File: config.mk
export PLATFORM = sky130hd
export DESIGN_NAME = earliest_due_periodic_scheduler_core_flat
export DESIGN_NICKNAME = d
export VERILOG_FILES = /design/src/sv/edps_pkg.sv /design/src/sv/edps_stream_if.sv /design/src/sv/edps_ram.sv /design/src/sv/earliest_due_periodic_scheduler_core.sv /design/src/flat_wrapper.sv
export SDC_FILE = /design/constraint.sdc
export NUM_CORES = 2
export LEC_CHECK = 0
export ABC_AREA = 1
export BUFFER_PORTS_ARGS = -buffer_cell sky130_fd_sc_hd__buf_2
export CORE_ASPECT_RATIO = 0.7
export CORE_MARGIN = 8
export CORE_UTILIZATION = 57
export DETAILED_ROUTE_END_ITERATION = 10
export PLACE_DENSITY = 0.77
export SETUP_SLACK_MARGIN = 0.02
export SLEW_MARGIN = 20
export SYNTH_ARGS = -nofsm -noshare
export SYNTH_HDL_FRONTEND = slang
export SYNTH_HIERARCHICAL = 1
export SYNTH_SLANG_ARGS = --single-unit
File: constraint.sdc
create_clock -name i_clk -period 5.3 [get_ports i_clk]
set_input_delay 0.265 -clock i_clk [delete_from_list [all_inputs] [get_ports i_clk]]
set_output_delay 0.265 -clock i_clk [all_outputs]
set_load 0.03 [all_outputs]
File: src/sv/edps_pkg.sv
// ============================================================================
// edps_pkg: shared types and constants of the periodic task scheduler
// Holds the opcode and status codes, the word layouts of both channels, the
// layout of one table slot and the sequencer states.
// ============================================================================
package edps_pkg;

    localparam int ENTRIES_DEF = 16;

    typedef enum logic [1:0] {
        OP_ADD     = 2'd0,
        OP_REMOVE  = 2'd1,
        OP_EXECUTE = 2'd2,
        OP_CLEAR   = 2'd3
    } t_opcode;

    localparam logic [1:0] ST_OK    = 2'd0;
    localparam logic [1:0] ST_FULL  = 2'd1;
    localparam logic [1:0] ST_EMPTY = 2'd2;

    typedef struct packed {
        logic [1:0]  opcode;
        logic [7:0]  task_id;
        logic [15:0] period_ms;
        logic [31:0] now_ms;
    } t_cmd_word;

    typedef struct packed {
        logic [1:0]  status;
        logic        run_valid;
        logic [7:0]  run_task_id;
        logic [31:0] next_due_ms;
    } t_res_word;

    typedef struct packed {
        logic [7:0]  task_id;
        logic [15:0] period_ms;
        logic [31:0] last_run;
    } t_slot;

    localparam int SLOT_W = $bits(t_slot);

    typedef enum logic [2:0] {
        S_IDLE,
        S_ADD,
        S_SCAN,
        S_RD,
        S_RDW,
        S_DONE
    } t_state;

endpackage

File: src/sv/edps_stream_if.sv
// ============================================================================
// edps_stream_if: valid/ready channel carrying one word
// The source drives valid and the payload, the sink drives ready.
// ============================================================================
interface edps_stream_if #(
    parameter type t_payload = logic
) ();
    logic     valid;
    logic     ready;
    t_payload payload;

    modport source (output valid, output payload, input ready);
    modport sink   (input valid, input payload, output ready);
endinterface

File: src/sv/edps_ram.sv
// ============================================================================
// edps_ram: generic single-write, single-read RAM
// One write port and one read port with the read data registered.
// ============================================================================
module edps_ram #(
    parameter int WIDTH = 8,
    parameter int DEPTH = 16
) (
    input  logic                     i_clk,
    input  logic                     i_we,
    input  logic [$clog2(DEPTH)-1:0] i_waddr,
    input  logic [WIDTH-1:0]         i_wdata,
    input  logic [$clog2(DEPTH)-1:0] i_raddr,
    output logic [WIDTH-1:0]         o_rdata
);
    logic [WIDTH-1:0] r_mem [DEPTH];
    logic [WIDTH-1:0] r_rdata;

    always_ff @(posedge i_clk) begin
        if (i_we) begin
            r_mem[i_waddr] <= i_wdata;
        end
        r_rdata <= r_mem[i_raddr];
    end

    assign o_rdata = r_rdata;
endmodule

File: src/sv/earliest_due_periodic_scheduler_core.sv
// ============================================================================
// earliest_due_periodic_scheduler_core: earliest-due periodic task table
// Holds ENTRIES periodic tasks and picks the one whose due time comes first.
// ============================================================================
// Usage. Command words arrive on i_cmd (opcode, task id, period, current
// time) and each one gives exactly one result word on o_res (status, run
// flag, task id that ran, next due time). i_cmd is ready only while the
// sequencer is idle; one command is worked on at a time.
// Sequence per command, from the command being taken to the output register
// being loaded: clear goes straight to the output stage. Add walks the
// slot-used flags for the lowest free slot. Remove reads every slot through
// the single RAM read port. Execute reads the chosen slot, writes the new
// stamp, then rescans the table with the one due-time adder and comparator,
// after a first scan of the table when no task was chosen beforehand. The
// RAM read port and the shared comparator set the length of each sequence.
// The next command can be taken in the cycle after the output register is
// loaded.
// Reset clears every slot-used flag and forgets the chosen task at once;
// the slot contents themselves are not cleared.
// When the receiver stalls, the finished word waits in the output register
// and the next command is still taken; the sequencer only holds in its last
// state if a second result is ready before the first has been taken.
// ============================================================================
module earliest_due_periodic_scheduler_core
    import edps_pkg::*;
#(
    parameter int ENTRIES = ENTRIES_DEF
) (
    input  logic                 i_clk,
    input  logic                 i_rst_n,
    edps_stream_if.sink          i_cmd,
    edps_stream_if.source        o_res
);
    localparam int IW = (ENTRIES > 1) ? $clog2(ENTRIES) : 1;
    localparam int CW = $clog2(ENTRIES + 1);
    localparam logic [CW-1:0] LAST_CNT = CW'(ENTRIES);

    // Sequencer and scan control.
    t_state           r_state, n_state;
    logic [CW-1:0]    r_idx, n_idx;
    logic             r_pend, n_pend;
    logic [IW-1:0]    r_pidx, n_pidx;
    t_opcode          r_op, n_op;
    logic             r_pass, n_pass;

    // Table flags and the chosen task.
    logic [ENTRIES-1:0] r_used, n_used;
    logic [IW-1:0]    r_chosen_slot, n_chosen_slot;
    logic             r_chosen_valid, n_chosen_valid;
    logic [31:0]      r_chosen_due, n_chosen_due;

    // Command operands and result being built.
    logic [7:0]       r_id, n_id;
    logic [15:0]      r_period, n_period;
    logic [31:0]      r_now, n_now;
    logic [1:0]       r_status, n_status;
    logic             r_run_valid, n_run_valid;
    logic [7:0]       r_run_id, n_run_id;
    logic [31:0]      r_next_due, n_next_due;

    // Output register.
    logic             r_out_valid, n_out_valid;
    t_res_word        r_out_word, n_out_word;

    // Slot RAM.
    logic             ram_we;
    logic [IW-1:0]    ram_waddr;
    t_slot            ram_wdata;
    logic [IW-1:0]    ram_raddr;
    t_slot            ram_rdata;
    logic [31:0]      slot_due;

    edps_ram #(
        .WIDTH (SLOT_W),
        .DEPTH (ENTRIES)
    ) u_slot_ram (
        .i_clk   (i_clk),
        .i_we    (ram_we),
        .i_waddr (ram_waddr),
        .i_wdata (ram_wdata),
        .i_raddr (ram_raddr),
        .o_rdata (ram_rdata)
    );

    // The one due-time adder shared by every scan step.
    assign slot_due = ram_rdata.last_run + {16'd0, ram_rdata.period_ms};

    assign i_cmd.ready   = (r_state == S_IDLE);
    assign o_res.valid   = r_out_valid;
    assign o_res.payload = r_out_word;

    always_comb begin
        n_state        = r_state;
        n_idx          = r_idx;
        n_pend         = 1'b0;
        n_pidx         = r_pidx;
        n_op           = r_op;
        n_pass         = r_pass;
        n_used         = r_used;
        n_chosen_slot  = r_chosen_slot;
        n_chosen_valid = r_chosen_valid;
        n_chosen_due   = r_chosen_due;
        n_id           = r_id;
        n_period       = r_period;
        n_now          = r_now;
        n_status       = r_status;
        n_run_valid    = r_run_valid;
        n_run_id       = r_run_id;
        n_next_due     = r_next_due;
        n_out_valid    = r_out_valid & ~o_res.ready;
        n_out_word     = r_out_word;
        ram_we         = 1'b0;
        ram_waddr      = r_chosen_slot;
        ram_wdata      = '0;
        ram_raddr      = r_idx[IW-1:0];

        unique case (r_state)
            S_IDLE: begin
                if (i_cmd.valid) begin
                    n_op        = t_opcode'(i_cmd.payload.opcode);
                    n_id        = i_cmd.payload.task_id;
                    n_period    = i_cmd.payload.period_ms;
                    n_now       = i_cmd.payload.now_ms;
                    n_status    = ST_OK;
                    n_run_valid = 1'b0;
                    n_run_id    = 8'd0;
                    n_next_due  = 32'd0;
                    n_idx       = '0;
                    n_pass      = 1'b0;
                    unique case (t_opcode'(i_cmd.payload.opcode))
                        OP_ADD: begin
                            n_state = S_ADD;
                        end
                        OP_REMOVE: begin
                            n_chosen_valid = 1'b0;
                            n_state        = S_SCAN;
                        end
                        OP_EXECUTE: begin
                            if (r_chosen_valid && r_used[r_chosen_slot]) begin
                                n_state = S_RD;
                            end else begin
                                n_chosen_valid = 1'b0;
                                n_state        = S_SCAN;
                            end
                        end
                        OP_CLEAR: begin
                            n_used         = '0;
                            n_chosen_valid = 1'b0;
                            n_state        = S_DONE;
                        end
                    endcase
                end
            end

            S_ADD: begin
                // Walk the used flags upwards to the lowest free slot.
                if (r_idx == LAST_CNT) begin
                    n_status = ST_FULL;
                    n_state  = S_DONE;
                end else if (!r_used[r_idx[IW-1:0]]) begin
                    ram_we                 = 1'b1;
                    ram_waddr              = r_idx[IW-1:0];
                    ram_wdata.task_id      = r_id;
                    ram_wdata.period_ms    = r_period;
                    ram_wdata.last_run     = r_now;
                    n_used[r_idx[IW-1:0]]  = 1'b1;
                    n_state                = S_DONE;
                end else begin
                    n_idx = r_idx + 1'b1;
                end
            end

            S_SCAN: begin
                // Issue one read a cycle; the data of the previous read is
                // handled in the same cycle.
                if (r_idx != LAST_CNT) begin
                    n_pend = 1'b1;
                    n_pidx = r_idx[IW-1:0];
                    n_idx  = r_idx + 1'b1;
                end
                if (r_pend && r_used[r_pidx]) begin
                    if (r_op == OP_REMOVE) begin
                        if (ram_rdata.task_id == r_id) begin
                            n_used[r_pidx] = 1'b0;
                        end
                    end else if (!r_chosen_valid || (slot_due < r_chosen_due)) begin
                        n_chosen_slot  = r_pidx;
                        n_chosen_valid = 1'b1;
                        n_chosen_due   = slot_due;
                    end
                end
                if ((r_idx == LAST_CNT) && !r_pend) begin
                    if (r_op == OP_REMOVE) begin
                        n_state = S_DONE;
                    end else if (!r_pass) begin
                        if (r_chosen_valid) begin
                            n_state = S_RD;
                        end else begin
                            n_status = ST_EMPTY;
                            n_state  = S_DONE;
                        end
                    end else begin
                        n_run_valid = 1'b1;
                        n_next_due  = r_chosen_due;
                        n_state     = S_DONE;
                    end
                end
            end

            S_RD: begin
                ram_raddr = r_chosen_slot;
                n_state   = S_RDW;
            end

            S_RDW: begin
                // Report the chosen task, stamp it and rescan from slot zero.
                n_run_id            = ram_rdata.task_id;
                ram_we              = 1'b1;
                ram_waddr           = r_chosen_slot;
                ram_wdata.task_id   = ram_rdata.task_id;
                ram_wdata.period_ms = ram_rdata.period_ms;
                ram_wdata.last_run  = r_now;
                n_chosen_due        = r_now + {16'd0, ram_rdata.period_ms};
                n_pass              = 1'b1;
                n_idx               = '0;
                n_state             = S_SCAN;
            end

            S_DONE: begin
                if (!r_out_valid || o_res.ready) begin
                    n_out_valid            = 1'b1;
                    n_out_word.status      = r_status;
                    n_out_word.run_valid   = r_run_valid;
                    n_out_word.run_task_id = r_run_id;
                    n_out_word.next_due_ms = r_next_due;
                    n_state                = S_IDLE;
                end
            end

            default: begin
                n_state = S_IDLE;
            end
        endcase
    end

    always_ff @(posedge i_clk) begin
        if (!i_rst_n) begin
            r_state        <= S_IDLE;
            r_idx          <= '0;
            r_pend         <= 1'b0;
            r_pass         <= 1'b0;
            r_used         <= '0;
            r_chosen_slot  <= '0;
            r_chosen_valid <= 1'b0;
            r_out_valid    <= 1'b0;
        end else begin
            r_state        <= n_state;
            r_idx          <= n_idx;
            r_pend         <= n_pend;
            r_pass         <= n_pass;
            r_used         <= n_used;
            r_chosen_slot  <= n_chosen_slot;
            r_chosen_valid <= n_chosen_valid;
            r_out_valid    <= n_out_valid;
        end
    end

    always_ff @(posedge i_clk) begin
        r_pidx       <= n_pidx;
        r_op         <= n_op;
        r_chosen_due <= n_chosen_due;
        r_id         <= n_id;
        r_period     <= n_period;
        r_now        <= n_now;
        r_status     <= n_status;
        r_run_valid  <= n_run_valid;
        r_run_id     <= n_run_id;
        r_next_due   <= n_next_due;
        r_out_word   <= n_out_word;
    end
endmodule

File: src/flat_wrapper.sv
// flat-port wrapper written by rule: the top's interface ports become plain ports
module earliest_due_periodic_scheduler_core_flat import edps_pkg::*;
#(
    parameter int ENTRIES = ENTRIES_DEF
)
  (i_clk, i_rst_n, i_cmd_valid, i_cmd_payload, i_cmd_ready, o_res_valid, o_res_payload, o_res_ready);
  edps_stream_if #(.t_payload(t_cmd_word)) i_cmd_i ();
  edps_stream_if #(.t_payload(t_res_word)) o_res_i ();
  input  logic i_clk;
  input  logic i_rst_n;
  input wire logic [$bits(i_cmd_i.valid)-1:0] i_cmd_valid;
  input wire logic [$bits(i_cmd_i.payload)-1:0] i_cmd_payload;
  output wire logic [$bits(i_cmd_i.ready)-1:0] i_cmd_ready;
  output wire logic [$bits(o_res_i.valid)-1:0] o_res_valid;
  output wire logic [$bits(o_res_i.payload)-1:0] o_res_payload;
  input wire logic [$bits(o_res_i.ready)-1:0] o_res_ready;
  assign i_cmd_i.valid = i_cmd_valid;
  assign i_cmd_i.payload = i_cmd_payload;
  assign i_cmd_ready = i_cmd_i.ready;
  assign o_res_valid = o_res_i.valid;
  assign o_res_payload = o_res_i.payload;
  assign o_res_i.ready = o_res_ready;
  earliest_due_periodic_scheduler_core #(.ENTRIES(ENTRIES)) u_core (.i_clk(i_clk), .i_rst_n(i_rst_n), .i_cmd(i_cmd_i), .o_res(o_res_i));
endmodule
==> impl_metrics.tcl <==
set metrics [dict create \
    ys_warn_count 6 \
    synth_top_cell_by_area "edfxtp_1" \
    start_util_pct 57.1 \
    wl_per_cell_um 21.2 \
    layout_commonest_cell "nand2_1" \
    first_pass_iters 6 \
    setup_tns_ns 0 \
    drv_cap 0 \
    area_delta_synth_final_pct 11.3 \
    layout-drive-gt1-share_pct 7.41 \
    cts_htree_levels 3 \
    yosysTopAreaCellShare_pct 61.9 \
    total_power_uw 32400 \
    slew_violations 0 \
    insertion_delay_ns 0.73 \
    die_h_um 269 \
    cp.arrival_ns 5.21 \
    grt_max_degree 180 \
    syn-num-nets 5312 \
    n_fill_cell 6939 \
    gr-total-overflow 0 \
    async_reset_ff_share_pct 0 \
    synth.distinct_cells 46 \
    fmax_mhz 207 \
    root_buffer "clkbuf_16" \
    slew_headroom_pct 25.7 \
    io_pins 107 \
    std_cell_rows 93 \
    postCtsSetupRepairBufs 0 \
    cp-end-kind "register" \
    min_to "u_core/r_pass" \
    place_hpwl_um 82200 \
    nNetsFinal 5431 \
    cts_num_sinks 1164 \
    r2r_end "u_core/r_chosen_due[28]" \
    status "finished, final reports clean" \
    grt_pass1_wl_um 211000 \
    drtAntennaViolNets 0 \
    grt_pass1_vias 35300 \
    static-leakage-power_uw 0.0248 \
    die_area_mm2 0.102 \
    worstSetupPathType "reg2reg" \
    crit_fanout 32 \
    grt.total_usage_pct 26.8 \
    ys_ff_latch 1164 \
    hold_viol_final 0 \
    via_per_inst 5.62 \
    cts_tree "built" \
    finalCritPeriodShare_pct 90.9 \
    reg2regPathDepth 22 \
    fin_crit_ns 4.82 \
    hold_class "in2reg" \
    ys.flop_type "edfxtp_1" \
    synth-seq-area-share_pct 65.3 \
    worstHoldPathCells 6 \
    die_w_um 378 \
    first_iter_violations 5019 \
    r2r_slack_ns 0.48 \
    vias 37200 \
    ir_drop_mv 0.394 \
    cp-start-kind "register" \
    routed_wl_um 140000 \
    synth_edf_count 1076 \
    syn_area_mm2 0.0522 \
    setup_viol 0 \
    synth_area_per_cell_um2 10.1 \
    cts_max_path_buffers 3 \
    hp-start "i_cmd_valid" \
    syn-instance-count 5176 \
    max_slew.worst_pin.slew_ns 1.11 \
    cts_buffers 106 \
    path_clk_slew_ns 0.07 \
    core_mm2 0.0913 \
    routabilityCongestion 0.963 \
    antenna_found_initial 6 \
    rr_startpoint "u_core/u_slot_ram/o_rdata[0]" \
    critPathRequiredTime_ns 5.69 \
    fin_skew_ns 0.0290 \
    final_cell_mix "1534 x nand2_1, 1076 x edfxtp_1, 871 x inv_1, 763 x nand3_1, 152 x nor2_1" \
    rsz0062_at_grt "false" \
    portBuffers 106 \
    yosys-top-cells-area "edfxtp_1 62%, nand2_1 11%, nand3_1 7.3%" \
    drc_errors 0 \
    powerDensity_mw_per_mm2 557 \
    critPathLaunch "u_core/u_slot_ram/o_rdata[0]" \
]
through the flow:
| stage | instance area (um^2) | setup WS, ns | hold WS, ns | util [%] | instances |
|---|---|---|---|---|---|
| floorplan | 52200 | 0.298 | 0.364 | - | 5176 |
| global placement | 53800 | 0.667 | 0.400 | 58.9 | 6361 |
| detailed placement | 53800 | 0.565 | 0.405 | 58.9 | 6361 |
| CTS | 58000 | 0.525 | 0.0184 | 63.5 | 6622 |
| global route | 58100 | 0.128 | 0.0510 | 63.6 | 6623 |
| finish | 58100 | 0.480 | 0.0295 | 63.6 | 6624 |
critical path, cell delays in order, from the launching register on:
cell and delay (ns):
dfxtp_1 0.32, ha_1 0.20, fa_1 0.23, nand2_1 0.06, nand2_1 0.07, o21ai_0 0.20
o21ai_1 0.43, nand3_1 0.13, nand2_1 0.34, nand2_1 0.18, nor2_1 0.12, nand2_1 0.07
and2_1 0.15, ha_1 0.26, nand2_1 0.08, o21ai_0 0.09, a21o_1 0.19, a21oi_1 0.13
nand2_1 0.24, nand2_1 0.34, nand2_1 0.15, a21oi_4 0.16, buf_6 0.32
timing repair:
item                                    in CTS  in global routing
hold buffers                                60                  0
hold endpoints to repair                    74                  0
gates resized for setup                      0                  1
endpoints found under the setup margin       0                 30
synth_stat cells (9+ instances only):
| cell type | count |
|---|---|
| nand4_1 | 17 |
| nand2_1 | 1534 |
| nor3_1 | 18 |
| nand3_1 | 763 |
| a22o_1 | 15 |
| edfxtp_1 | 1076 |
| o21ai_0 | 63 |
| a21oi_1 | 136 |
| xor2_1 | 30 |
| buf_4 | 30 |
| o21ai_1 | 9 |
| nor2_1 | 178 |
| xnor2_1 | 9 |
| buf_1 | 12 |
| buf_6 | 51 |
| clkbuf_1 | 43 |
| dfxtp_1 | 88 |
| buf_2 | 82 |
| o211ai_1 | 11 |
| ha_1 | 72 |
| inv_1 | 873 |
worst max path at each step:
| stage | end | cells after the start |
|---|---|---|
| 2_1_floorplan | u_core/r_next_due[0] | 10 |
| 3_3_place_gp | u_core/r_chosen_due[28] | 22 |
| 3_5_place_dp | u_core/r_chosen_due[28] | 22 |
| 4_1_cts | u_core/r_chosen_due[8] | 21 |
| 5_1_grt | u_core/r_chosen_due[28] | 21 |
| 6_report | u_core/r_chosen_due[28] | 22 |
report_power, final:
| group | switching, uW | total (uW) | internal [uW] | leakage (uW) |
|---|---|---|---|---|
| logic | 8350 | 11400 | 3090 | 0.0123 |
| registers | 615 | 13000 | 12400 | 0.0107 |
| clock network | 3480 | 7940 | 4460 | 0.00175 |
| total | 12500 | 32400 | 19900 | 0.0248 |
layer usage:
layer  up-vias  GRT usage (%)  share of wire (%)
met5         -              0              0.019
met1     17600           38.6                 41
met2      2154           40.5                 44
met4         4           10.5                4.1
met3       326           5.03                 11
li1      17100              -                  -
flip-flops by register name, indices dropped and copies added, names as in the netlist, 3 cells and up:
signal,cells
u_core/o_res.payload,43
u_core/r_chosen_due,32
u_core/r_chosen_slot,4
u_core/r_id,8
u_core/r_idx,5
u_core/r_next_due,32
u_core/r_now,32
u_core/r_period,16
u_core/r_pidx,4
u_core/r_run_id,8
u_core/r_state,3
u_core/r_used,16
u_core/u_slot_ram/o_rdata,56
u_core/u_slot_ram/r_mem,896
final cells by class:
| class | count | area, um^2 | area share (%) |
|---|---|---|---|
| antenna | 1 | 2.50 | 0.00431 |
| clock buffer | 121 | 2730 | 4.70 |
| clock inverter | 80 | 866 | 1.49 |
| inverter | 882 | 3330 | 5.74 |
| multi-input combinational | 2911 | 13600 | 23.5 |
| sequential | 1164 | 34100 | 58.7 |
| tap | 1235 | 1550 | 2.66 |
| timing repair buffer | 230 | 1890 | 3.25 |
cells by family after synthesis:
logic type / count (synthesis) / share of synthesized area (%)
xor+xnor: 39 / 0.655
flops: 1164 / 65.3
simple gates: 2540 / 20.4
fa+ha+maj: 74 / 1.80
compound gates: 258 / 2.73
buf+inv: 1101 / 9.10
(Power assumes the default switching activity.)
